==> src/hdl/fsba_pkg.sv <==
package fsba_pkg;

   localparam int MaxSegments = 64;
   localparam int IdxW        = 6;
   localparam int CntW        = 7;
   localparam int SizeW       = 13;
   localparam int AddrW       = 12;
   localparam int PoolLimit   = 4096;
   localparam int EntryW      = AddrW + SizeW + 1;

   typedef enum logic [1:0] {
      ACT_ALLOC = 2'd0,
      ACT_FREE  = 2'd1,
      ACT_QUERY = 2'd2,
      ACT_CLEAR = 2'd3
   } action_type;

   typedef enum logic [1:0] {
      ST_OK      = 2'd0,
      ST_NOFIT   = 2'd1,
      ST_NOTFND  = 2'd2,
      ST_FULL    = 2'd3
   } status_type;

   typedef enum logic [1:0] {
      FIT_FIRST = 2'd0,
      FIT_BEST  = 2'd1,
      FIT_WORST = 2'd2,
      FIT_NEXT  = 2'd3
   } fit_type;

   localparam logic CSR_FIT  = 1'b0;
   localparam logic CSR_POOL = 1'b1;

   typedef struct packed {
      logic [1:0]       action;
      logic [SizeW-1:0] request_bytes;
      logic [AddrW-1:0] block_start;
      logic [SizeW-1:0] small_limit;
   } req_word_type;

   typedef struct packed {
      logic [1:0]       status;
      logic [AddrW-1:0] granted_start;
      logic [CntW-1:0]  hole_count;
      logic [SizeW-1:0] allocated_bytes;
      logic [SizeW-1:0] free_bytes;
      logic [SizeW-1:0] largest_free;
      logic [CntW-1:0]  small_free_count;
   } rsp_word_type;

   typedef struct packed {
      logic [AddrW-1:0] start;
      logic [SizeW-1:0] size;
      logic             alloc;
   } seg_type;

   typedef enum logic [3:0] {
      S_IDLE,
      S_SCAN,
      S_DECIDE,
      S_SHIFT_UP,
      S_SPLIT,
      S_MERGE_RD,
      S_MERGE,
      S_SHIFT_DN,
      S_STAT,
      S_OUT,
      S_INIT
   } state_type;

endpackage

==> src/hdl/fsba_ram.sv <==
module fsba_ram #(
   parameter int Width = 8,
   parameter int Depth = 64
) (
   input  logic                     clock,
   input  logic                     wr_en,
   input  logic [$clog2(Depth)-1:0] wr_addr,
   input  logic [Width-1:0]         wr_data,
   input  logic [$clog2(Depth)-1:0] rd_addr,
   output logic [Width-1:0]         rd_data
);

   logic [Width-1:0] mem [Depth];

   // write port and registered read port
   always_ff @(posedge clock) begin
      if (wr_en) begin
         mem[wr_addr] <= wr_data;
      end
      rd_data <= mem[rd_addr];
   end

endmodule

==> src/hdl/fit_strategy_block_allocator_unit.sv <==
// Segment allocator for a byte pool of up to 4096 bytes, kept as an
// address-ordered table of up to 64 segments in a single-port-read RAM.
// req_ channel takes one word: allocate, free, status query or clear.
// rsp_ channel returns one word per request: status, granted start and
// pool statistics taken after the action.
// csr_ port writes fit_strategy (index 0) and pool_bytes (index 1) at any
// edge with csr_write_enable high; write only while idle.
// Table reads use the RAM's single read port, at most one per cycle. An
// allocate or free takes a search pass, a decision step, an optional shift
// pass (a read and then a write per moved entry, for a split or a merge) and
// a statistics pass over all segments; a query takes only the statistics
// pass, and a clear rewrites the table as one free segment before it.
// One request at a time; req_ready is low from acceptance until the response
// is taken.
// Reset: the table becomes one free segment of 4096 bytes, rover at 0; this
// is done in S_INIT after reset and produces no response word.
// A stalled receiver holds the response in the output register.
module fit_strategy_block_allocator_unit
   import fsba_pkg::*;
(
   input  logic         clock,
   input  logic         reset,
   input  logic         req_valid,
   output logic         req_ready,
   input  req_word_type req_data,
   output logic         rsp_valid,
   input  logic         rsp_ready,
   output rsp_word_type rsp_data,
   input  logic         csr_write_enable,
   input  logic         csr_index,
   input  logic [12:0]  csr_write_data
);

   state_type        state_ff, state_in;
   req_word_type     req_ff, req_in;
   logic [1:0]       fit_ff, fit_in;
   logic [SizeW-1:0] pool_ff, pool_in;
   logic [CntW-1:0]  count_ff, count_in;
   logic [IdxW-1:0]  rover_ff, rover_in;
   // scan position, counted reads and a valid flag for the registered RAM data
   logic [CntW-1:0]  pos_ff, pos_in;
   logic [CntW-1:0]  n_ff, n_in;
   logic [IdxW-1:0]  rd_idx_ff, rd_idx_in;
   logic             rd_vld_ff, rd_vld_in;
   logic             pick_ok_ff, pick_ok_in;
   logic [IdxW-1:0]  pick_ff, pick_in;
   seg_type          pseg_ff, pseg_in;
   seg_type          prev_ff, prev_in;
   logic             prev_ok_ff, prev_ok_in;
   logic [1:0]       status_ff, status_in;
   logic [AddrW-1:0] grant_ff, grant_in;
   logic [CntW-1:0]  holes_ff, holes_in;
   logic [SizeW-1:0] used_ff, used_in;
   logic [SizeW-1:0] freeb_ff, freeb_in;
   logic [SizeW-1:0] large_ff, large_in;
   logic [CntW-1:0]  small_ff, small_in;
   logic             mstep_ff, mstep_in;
   logic             rsp_valid_ff, rsp_valid_in;

   logic             wr_en;
   logic [IdxW-1:0]  wr_addr, rd_addr;
   seg_type          wr_data, rd_data;
   logic [SizeW-1:0] eff_pool;

   fsba_ram #(.Width(EntryW), .Depth(MaxSegments)) u_table (
      .clock   (clock),
      .wr_en   (wr_en),
      .wr_addr (wr_addr),
      .wr_data (wr_data),
      .rd_addr (rd_addr),
      .rd_data (rd_data)
   );

   assign req_ready = (state_ff == S_IDLE) && !rsp_valid_ff;
   assign rsp_valid = rsp_valid_ff;
   assign rsp_data  = '{status: status_ff, granted_start: grant_ff, hole_count: holes_ff,
                        allocated_bytes: used_ff, free_bytes: freeb_ff,
                        largest_free: large_ff, small_free_count: small_ff};

   always_comb begin
      if (pool_ff == '0) begin
         eff_pool = SizeW'(1);
      end else if (pool_ff > SizeW'(PoolLimit)) begin
         eff_pool = SizeW'(PoolLimit);
      end else begin
         eff_pool = pool_ff;
      end
   end

   // register state
   always_ff @(posedge clock) begin
      if (reset) begin
         state_ff     <= S_INIT;
         fit_ff       <= FIT_FIRST;
         pool_ff      <= SizeW'(PoolLimit);
         count_ff     <= CntW'(1);
         rover_ff     <= '0;
         rsp_valid_ff <= 1'b0;
         req_ff       <= '{action: ACT_CLEAR, default: '0};
      end else begin
         state_ff     <= state_in;
         fit_ff       <= fit_in;
         pool_ff      <= pool_in;
         count_ff     <= count_in;
         rover_ff     <= rover_in;
         rsp_valid_ff <= rsp_valid_in;
         req_ff       <= req_in;
      end
      pos_ff     <= pos_in;
      n_ff       <= n_in;
      rd_idx_ff  <= rd_idx_in;
      rd_vld_ff  <= rd_vld_in;
      pick_ok_ff <= pick_ok_in;
      pick_ff    <= pick_in;
      pseg_ff    <= pseg_in;
      prev_ff    <= prev_in;
      prev_ok_ff <= prev_ok_in;
      status_ff  <= status_in;
      grant_ff   <= grant_in;
      holes_ff   <= holes_in;
      used_ff    <= used_in;
      freeb_ff   <= freeb_in;
      large_ff   <= large_in;
      small_ff   <= small_in;
      mstep_ff   <= mstep_in;
   end

   // sequencer: at most one RAM read per cycle, data checked in the next cycle
   always_comb begin
      logic             fitok;
      logic             better;
      logic [CntW-1:0]  idx_c;
      logic [IdxW-1:0]  first;
      seg_type          s;
      state_in     = state_ff;
      req_in       = req_ff;
      fit_in       = fit_ff;
      pool_in      = pool_ff;
      count_in     = count_ff;
      rover_in     = rover_ff;
      pos_in       = pos_ff;
      n_in         = n_ff;
      rd_idx_in    = rd_idx_ff;
      rd_vld_in    = 1'b0;
      pick_ok_in   = pick_ok_ff;
      pick_in      = pick_ff;
      pseg_in      = pseg_ff;
      prev_in      = prev_ff;
      prev_ok_in   = prev_ok_ff;
      status_in    = status_ff;
      grant_in     = grant_ff;
      holes_in     = holes_ff;
      used_in      = used_ff;
      freeb_in     = freeb_ff;
      large_in     = large_ff;
      small_in     = small_ff;
      mstep_in     = mstep_ff;
      rsp_valid_in = rsp_valid_ff;
      wr_en        = 1'b0;
      wr_addr      = '0;
      wr_data      = '0;
      rd_addr      = '0;
      s            = rd_data;
      fitok        = !s.alloc && (s.size >= req_ff.request_bytes);
      better       = 1'b0;
      idx_c        = '0;
      first        = (CntW'(rover_ff) < count_ff) ? rover_ff : '0;

      if (csr_write_enable) begin
         if (csr_index == CSR_FIT) begin
            fit_in = csr_write_data[1:0];
         end else begin
            pool_in = csr_write_data;
         end
      end
      if (rsp_valid_ff && rsp_ready) begin
         rsp_valid_in = 1'b0;
      end

      case (state_ff)
         S_IDLE: begin
            if (req_valid && req_ready) begin
               req_in     = req_data;
               pos_in     = '0;
               n_in       = '0;
               pick_ok_in = 1'b0;
               prev_ok_in = 1'b0;
               status_in  = ST_OK;
               grant_in   = '0;
               state_in   = S_OUT;
               if (req_data.action == ACT_ALLOC || req_data.action == ACT_FREE) begin
                  state_in = S_SCAN;
               end else if (req_data.action == ACT_QUERY) begin
                  state_in = S_STAT;
               end
            end
         end
         // search pass for a fit or for the address to free
         S_SCAN: begin
            if (n_ff < count_ff) begin
               if (req_ff.action == ACT_ALLOC && fit_ff == FIT_NEXT) begin
                  idx_c = CntW'(first) + n_ff;
                  if (idx_c >= count_ff) idx_c = idx_c - count_ff;
               end else begin
                  idx_c = n_ff;
               end
               rd_addr   = idx_c[IdxW-1:0];
               rd_idx_in = idx_c[IdxW-1:0];
               rd_vld_in = 1'b1;
               n_in      = n_ff + CntW'(1);
            end
            if (rd_vld_ff) begin
               if (req_ff.action == ACT_ALLOC) begin
                  if (fitok) begin
                     case (fit_ff)
                        FIT_BEST:  better = !pick_ok_ff || (s.size < pseg_ff.size);
                        FIT_WORST: better = !pick_ok_ff || (s.size > pseg_ff.size);
                        default:   better = !pick_ok_ff;
                     endcase
                  end
               end else begin
                  better = !pick_ok_ff && (s.start == req_ff.block_start);
               end
               if (better) begin
                  pick_ok_in = 1'b1;
                  pick_in    = rd_idx_ff;
                  pseg_in    = s;
               end
            end
            if (n_ff >= count_ff && !rd_vld_ff) begin
               state_in = S_DECIDE;
            end
         end
         S_DECIDE: begin
            state_in = S_STAT;
            if (req_ff.action == ACT_ALLOC) begin
               if (req_ff.request_bytes == '0 || !pick_ok_ff) begin
                  status_in = ST_NOFIT;
               end else if (pseg_ff.size == req_ff.request_bytes) begin
                  wr_en    = 1'b1;
                  wr_addr  = pick_ff;
                  wr_data  = '{start: pseg_ff.start, size: pseg_ff.size, alloc: 1'b1};
                  rover_in = (CntW'(pick_ff) + CntW'(1) >= count_ff) ? '0 : pick_ff + 1'b1;
                  grant_in = pseg_ff.start;
               end else if (count_ff >= CntW'(MaxSegments)) begin
                  status_in = ST_FULL;
               end else begin
                  pos_in   = count_ff;
                  state_in = S_SHIFT_UP;
               end
            end else if (!pick_ok_ff) begin
               status_in = ST_NOTFND;
            end else begin
               // look at left then right neighbor
               mstep_in = 1'b0;
               pos_in   = CntW'(pick_ff);
               state_in = S_MERGE_RD;
            end
         end
         // open a slot after the pick: read k-1, write k
         S_SHIFT_UP: begin
            if (rd_vld_ff) begin
               wr_en   = 1'b1;
               wr_addr = pos_ff[IdxW-1:0];
               wr_data = s;
               pos_in  = pos_ff - CntW'(1);
            end
            if (pos_ff > CntW'(pick_ff) + CntW'(1)) begin
               if (!rd_vld_ff) begin
                  rd_addr   = IdxW'(pos_ff - CntW'(1));
                  rd_vld_in = 1'b1;
               end
            end else if (!rd_vld_ff) begin
               state_in = S_SPLIT;
            end
         end
         S_SPLIT: begin
            if (!mstep_ff) begin
               wr_en    = 1'b1;
               wr_addr  = pick_ff + 1'b1;
               wr_data  = '{start: pseg_ff.start + AddrW'(req_ff.request_bytes),
                            size: pseg_ff.size - req_ff.request_bytes, alloc: 1'b0};
               mstep_in = 1'b1;
            end else begin
               wr_en    = 1'b1;
               wr_addr  = pick_ff;
               wr_data  = '{start: pseg_ff.start, size: req_ff.request_bytes, alloc: 1'b1};
               count_in = count_ff + CntW'(1);
               rover_in = pick_ff + 1'b1;
               grant_in = pseg_ff.start;
               mstep_in = 1'b0;
               state_in = S_STAT;
            end
         end
         // fetch neighbors of the freed entry
         S_MERGE_RD: begin
            if (!mstep_ff) begin
               mstep_in = 1'b1;
               if (pick_ff != '0) begin
                  rd_addr   = pick_ff - 1'b1;
                  rd_vld_in = 1'b1;
               end
            end else begin
               if (rd_vld_ff) begin
                  prev_in    = s;
                  prev_ok_in = !s.alloc;
               end
               if (CntW'(pick_ff) + CntW'(1) < count_ff) begin
                  rd_addr   = pick_ff + 1'b1;
                  rd_vld_in = 1'b1;
               end
               mstep_in = 1'b0;
               state_in = S_MERGE;
            end
         end
         S_MERGE: begin
            if (!rd_vld_ff && !mstep_ff) begin
               mstep_in = 1'b1;
            end
            if (rd_vld_ff || mstep_ff) begin
               // combine into one entry, then close gaps
               wr_en    = 1'b1;
               mstep_in = 1'b0;
               if (prev_ok_ff) begin
                  wr_addr = pick_ff - 1'b1;
                  wr_data = '{start: prev_ff.start,
                              size: prev_ff.size + pseg_ff.size +
                                    ((rd_vld_ff && !s.alloc) ? s.size : '0),
                              alloc: 1'b0};
               end else begin
                  wr_addr = pick_ff;
                  wr_data = '{start: pseg_ff.start,
                              size: pseg_ff.size +
                                    ((rd_vld_ff && !s.alloc) ? s.size : '0),
                              alloc: 1'b0};
               end
               // entries to drop: pick if merged left, next if merged right
               pos_in   = prev_ok_ff ? CntW'(pick_ff) : CntW'(pick_ff) + CntW'(1);
               n_in     = CntW'(prev_ok_ff) + CntW'(rd_vld_ff && !s.alloc);
               if (prev_ok_ff && rover_ff >= pick_ff && rover_ff != '0) begin
                  rover_in = rover_ff - 1'b1;
               end
               if (rd_vld_ff && !s.alloc) begin
                  if (rover_ff >= pick_ff + 1'b1 && rover_ff != '0) begin
                     rover_in = (prev_ok_ff && rover_ff >= pick_ff && rover_ff != '0)
                                ? rover_ff - 2'd2 : rover_ff - 1'b1;
                  end else if (prev_ok_ff && rover_ff >= pick_ff && rover_ff != '0
                               && rover_ff - 1'b1 >= pick_ff) begin
                     rover_in = rover_ff - 2'd2;
                  end
               end
               state_in = (CntW'(prev_ok_ff) + CntW'(rd_vld_ff && !s.alloc) == '0)
                          ? S_STAT : S_SHIFT_DN;
            end
         end
         // move entries down over the dropped ones: read k+n, write k
         S_SHIFT_DN: begin
            if (rd_vld_ff) begin
               wr_en   = 1'b1;
               wr_addr = pos_ff[IdxW-1:0];
               wr_data = s;
               pos_in  = pos_ff + CntW'(1);
            end
            if (pos_ff + n_ff < count_ff) begin
               if (!rd_vld_ff) begin
                  rd_addr   = IdxW'(pos_ff + n_ff);
                  rd_vld_in = 1'b1;
               end
            end else if (!rd_vld_ff) begin
               count_in = count_ff - n_ff;
               state_in = S_STAT;
            end
         end
         // statistics pass over the table
         S_STAT: begin
            if (!mstep_ff) begin
               mstep_in = 1'b1;
               n_in     = '0;
               holes_in = '0;
               used_in  = '0;
               freeb_in = '0;
               large_in = '0;
               small_in = '0;
            end else begin
               if (n_ff < count_ff) begin
                  rd_addr   = n_ff[IdxW-1:0];
                  rd_vld_in = 1'b1;
                  n_in      = n_ff + CntW'(1);
               end
               if (rd_vld_ff) begin
                  if (s.alloc) begin
                     used_in = used_ff + s.size;
                  end else begin
                     holes_in = holes_ff + CntW'(1);
                     freeb_in = freeb_ff + s.size;
                     if (s.size > large_ff) large_in = s.size;
                     if (s.size <= req_ff.small_limit) small_in = small_ff + CntW'(1);
                  end
               end
               if (n_ff >= count_ff && !rd_vld_ff) begin
                  mstep_in     = 1'b0;
                  rsp_valid_in = 1'b1;
                  state_in     = S_IDLE;
               end
            end
         end
         // clear the pool, then report statistics
         S_OUT: begin
            wr_en    = 1'b1;
            wr_addr  = '0;
            wr_data  = '{start: '0, size: eff_pool, alloc: 1'b0};
            count_in = CntW'(1);
            rover_in = '0;
            mstep_in = 1'b0;
            state_in = S_STAT;
         end
         // seed the table after reset, no response word
         S_INIT: begin
            wr_en    = 1'b1;
            wr_addr  = '0;
            wr_data  = '{start: '0, size: eff_pool, alloc: 1'b0};
            mstep_in = 1'b0;
            state_in = S_IDLE;
         end
         default: state_in = S_IDLE;
      endcase

      // start the step flag clean out of reset
      if (reset) begin
         mstep_in = 1'b0;
      end
   end

endmodule
==> config.mk <==
export PLATFORM = sky130hd
export DESIGN_NAME = fit_strategy_block_allocator_unit
export DESIGN_NICKNAME = d
export VERILOG_FILES = /design/src/hdl/fsba_pkg.sv /design/src/hdl/fsba_ram.sv /design/src/hdl/fit_strategy_block_allocator_unit.sv
export SDC_FILE = /design/constraint.sdc
export NUM_CORES = 2
export LEC_CHECK = 0
export BUFFER_PORTS_ARGS = -buffer_cell sky130_fd_sc_hd__buf_4
export CAP_MARGIN = 10
export CORE_ASPECT_RATIO = 1.1
export CORE_MARGIN = 2
export CORE_UTILIZATION = 33
export CTS_BUF_LIST = sky130_fd_sc_hd__clkbuf_4 sky130_fd_sc_hd__clkbuf_8
export CTS_CLUSTER_SIZE = 40
export DETAILED_ROUTE_END_ITERATION = 10
export SYNTH_ARGS = -nofsm -noshare
export SYNTH_HDL_FRONTEND = slang
export SYNTH_HIERARCHICAL = 1
export SYNTH_SLANG_ARGS = --single-unit
==> constraint.sdc <==
create_clock -name clock -period 6.4 [get_ports clock]
set_clock_uncertainty 0.15 [all_clocks]
set_input_delay 1.6 -clock clock [delete_from_list [all_inputs] [get_ports clock]]
set_output_delay 1.6 -clock clock [all_outputs]
set_load 0.05 [all_outputs]
==> summary by stage <==
Run status
The flow ran to the end, and the final reports show no timing, DRC or antenna violations.

Routing
The highest routed metal layer is met5. Summed over all nets, wire length on met2 after detailed routing comes to 116000 µm. The first detailed-routing pass ran for 6 iterations.

Detailed routing placed a total of roughly 21000 µm of wire on met3. The count of nets left with antenna violations once routing finished came out at 0. The ratio of routed vias to standard cells is 5.39. The average wire per standard cell is ~26 µm. After detailed routing, the number of remaining DRC violations is 0. The number of DRC markers in iteration 0 is 5969. For this block, wires on met1 add up to 98100 µm.

The final wirelength is approximately 240000 µm. The via total after detailed routing is 49500.

Pwr
The peak supply drop is 0.222 mV. The power per cell area is approximately 330 mW/mm². The analysis attributes to cell leakage a power of roughly 31 nW.

Clock network
The number of H-tree levels is 5. Clock-pin slew was measured on the worst setup and hold paths at 0.06 ns. The latest clock arrival within the worst-skew pair is approximately 1.1 ns.

The number of CTS-inserted buffers is 318. The clock tree buffer depth is 4. The clock tree from TritonCTS is yes.

The tree is rooted in a clkbuf_8. The clock sink total is between 1500 and 2000.

Critical path
The worst-case reg-to-reg path depth is 28. The worst register-to-register path ends at u_table/rd_data[11]. The delay of the slowest cell on the worst path is about 0.53 ns. The endpoint class of the critical path is a flop. The data required time of the worst path is 7.14 ns.

The most numerous cell type found on the critical path is a21o_1. Of all nets on the critical path, the largest fanout is 11. The critical setup path kind is reg -> reg. STA classifies the critical path startpoint as a flop.

The slowest cell on the critical path is a21oi_1. The setup check on the worst reg-to-reg path leaves a slack of 0.16 ns. The data arrival time of the critical path is between 6 and 7 ns. The worst flop-to-flop path startpoint is count_ff[1].

Global routing
The number of global-route vias before repair is 49500. The initial antenna violation count was 9. Global routing finished with a remaining overflow of 0.

The wire length of the first global-routing pass is 347000 µm. The overall global routing resource usage is 0.187. The pin count of the biggest net entering global routing is 76.

Die
The die is between 400 and 500 µm wide. The floorplan step defined a core boundary enclosing 0.248 mm². The die outline area is 0.253 mm². During I/O placement, the number of pins put on the boundary was 128. For this configuration, the core starts out at a cell density of 0.331. The height of the chip is ~530 µm. The number of core rows is 192.

Place
The post-placement setup slack is -0.777 ns. The placer's final routability congestion estimate is 0.913. The number of cells after detailed placement is 8596. The half-perimeter wire length of the detailed placement result is about 160000 µm. In this run the tool buffered the top-level ports with 127 buffer cells.

Cells and area
The area growth from synthesis to layout is 19.9%. The top cell types in the final layout, fill and taps aside, are edfxtp_1, buf_4, mux4_2. The library cell used most frequently in the layout, excluding fill and tap cells, is edfxtp_1.

The post-layout net count is 5948. The utilization after layout is 0.397. The finished layout holds 9189 standard cells, fillers aside. Of the cells placed in the final design, the portion with a size suffix greater than 1 is 0.308.

Timing
The ratio of final minimum period to clock period is 0.976. Final hold analysis gives a worst-case slack of approximately 0.29 ns. The number of slew-limit violations in the final report is 0. The worst slew margin relative to its limit is 0.125.

The hold violation count in the final report came to 0. Setup repair after global routing could not meet its margin everywhere. The final setup violation count is 0.

The peak clock frequency supported by timing is around 0.16 GHz. The worst path needs approximately 6.2 ns of the cycle, external delays included. The worst-case setup margin in the final layout is between 0.15 and 0.2 ns. At the pin with the least slew margin, the transition time is 1.31 ns.

Synth
The number of cells produced by synthesis is just under 5000. Of the synthesized area, sequential elements account for 0.686. The post-synthesis average cell area is ~17 µm².

The fraction of synthesis flops using an asynchronous set or reset pin is 0. In this run, distinct cell masters in the synthesized netlist total 79. Summing every instance area after synthesis gives ~0.08 mm². The count of warnings emitted by yosys is 6. Synthesis produced a netlist with a net count of a little over 5000.

Yosys mapped a number of flops with a built-in enable equal to about 1800. The count of state elements after synthesis is 1910. The most used flip-flop cell after synthesis is edfxtp_1.

Worst hold path
The min-delay analysis places its worst path in the category reg -> reg. The cell depth of the worst min-delay path is 0. For hold timing, the worst endpoint is pick_ff[1]. The worst min-delay path startpoint is rd_idx_ff[1].

Run
Across the run, the number of max-cap violations was 0.
## critical path, delay by kind of cell, from the launching register on
kind / cells / cell delay [ns]
AOI/OAI and AO/OA: 13 / 2.59
adders and majority gates: 4 / 1.17
buffers and inverters: 5 / 0.78
muxes: 2 / 0.54
and+or+nand+nor: 4 / 0.50
DFF: 1 / 0.34
## per-stage QoR
| stage | power, mW | instance area, µm² | TNS, ns |
|---|---|---|---|
| floorplan | 19.1 | 82200 | 0 |
| global placement | 21.7 | 91200 | -15.36 |
| detailed placement | 21.8 | 91200 | -10.10 |
| CTS | 32.5 | 97800 | 0 |
| global route | 33.8 | 98500 | -0.222 |
| finish | 32.5 | 98500 | 0 |
## power breakdown
part	total, mW	internal [mW]	leakage (nW)	switching, mW
clock	10.6	5.69	3.21	4.86
combinational	7.07	2.70	11.8	4.36
sequential	14.9	14.4	16.3	0.427
total	32.5	22.8	31.3	9.65
## metal layers
metal | vias to the layer above | global-route usage
met3 | 415 | 0.0343
met4 | 2 | 0.0635
met1 | 25600 | 0.250
li1 | 21200 | -
met2 | 2328 | 0.305
met5 | - | 0
## sequential cells by signal, summed over array words and instances, names as in the netlist, 12 cells and up
| name | flops |
|---|---|
| freeb_ff | 13 |
| grant_ff | 12 |
| large_ff | 13 |
| pool_ff | 13 |
| prev_ff | 25 |
| pseg_ff | 25 |
| req_ff | 40 |
| u_table/mem | 1664 |
| u_table/rd_data | 26 |
| used_ff | 13 |
## cell usage after synthesis (15+ instances only)
master	instances	area share
a211oi_1	19	0.0017
a21o_1	25	0.0023
a21oi_1	193	0.012
a221o_1	22	0.0027
a221oi_1	65	0.0069
a222oi_1	15	0.0018
a22oi_1	51	0.0047
a31oi_1	32	0.0024
and2_1	40	0.0030
and3_1	37	0.0028
buf_1	21	0.00096
buf_2	47	0.0029
buf_4	30	0.0027
clkbuf_1	133	0.0061
dfxtp_1	101	0.025
edfxtp_1	1809	0.66
fa_1	22	0.0054
ha_1	210	0.032
inv_1	129	0.0059
mux2_2	59	0.0081
mux2i_1	114	0.014
mux4_2	385	0.11
nand2_1	268	0.012
nand2b_1	22	0.0017
nand3_1	66	0.0040
nand3b_1	16	0.0015
nand4_1	28	0.0021
nor2_1	267	0.012
nor2b_1	45	0.0034
nor3_1	69	0.0042
o211ai_1	22	0.0020
o21a_1	43	0.0039
o21ai_0	119	0.0072
o22ai_1	69	0.0053
or3_1	16	0.0012
xnor2_1	67	0.0071
xor2_1	52	0.0055
## how the worst max path moves through the flow
stage	startpoint	endpoint	slack, ns	cells after the start
floorplan	rd_vld_ff	u_table/mem[0][13]	0.09	14
global placement	count_ff[1]	u_table/rd_data[11]	-1.58	33
detailed placement	count_ff[1]	u_table/rd_data[20]	-0.78	30
CTS	count_ff[1]	u_table/rd_data[6]	0.002	34
global route	count_ff[1]	u_table/rd_data[9]	-0.06	34
finish	count_ff[1]	u_table/rd_data[11]	0.16	28
## area by class of cell
type	count	area, µm²
fillers	22500	150000
flip-flops and latches	1910	56300
multi-input cells	2617	25200
repair buffers	679	6300
clock buffers	422	5250
well taps	3298	4130
clock inverters	127	820
inverters	131	492
diodes	5	12.5
## cell families after synthesis
logic type	after synthesis	synth area share
DFF	1910	0.686
and+or+nand+nor	930	0.0535
AOI/OAI and AO/OA	778	0.0632
muxes	558	0.127
buffers and inverters	374	0.0203
adders and majority gates	232	0.0373
xor gates and xnor gates	119	0.0127
## repair_timing
| item | 4_1_cts | 5_1_grt |
|---|---|---|
| cloned | 3 | 6 |
| setup buffers | 11 | 20 |
| endpoints found under the setup margin | 26 | 26 |
| endpoints found under the hold margin | 0 | 0 |
| pin swaps | 16 | 21 |
| resized for setup | 59 | 86 |
| hold buffers | 0 | 0 |
No activity file was read; power rests on OpenSTA's default activity.
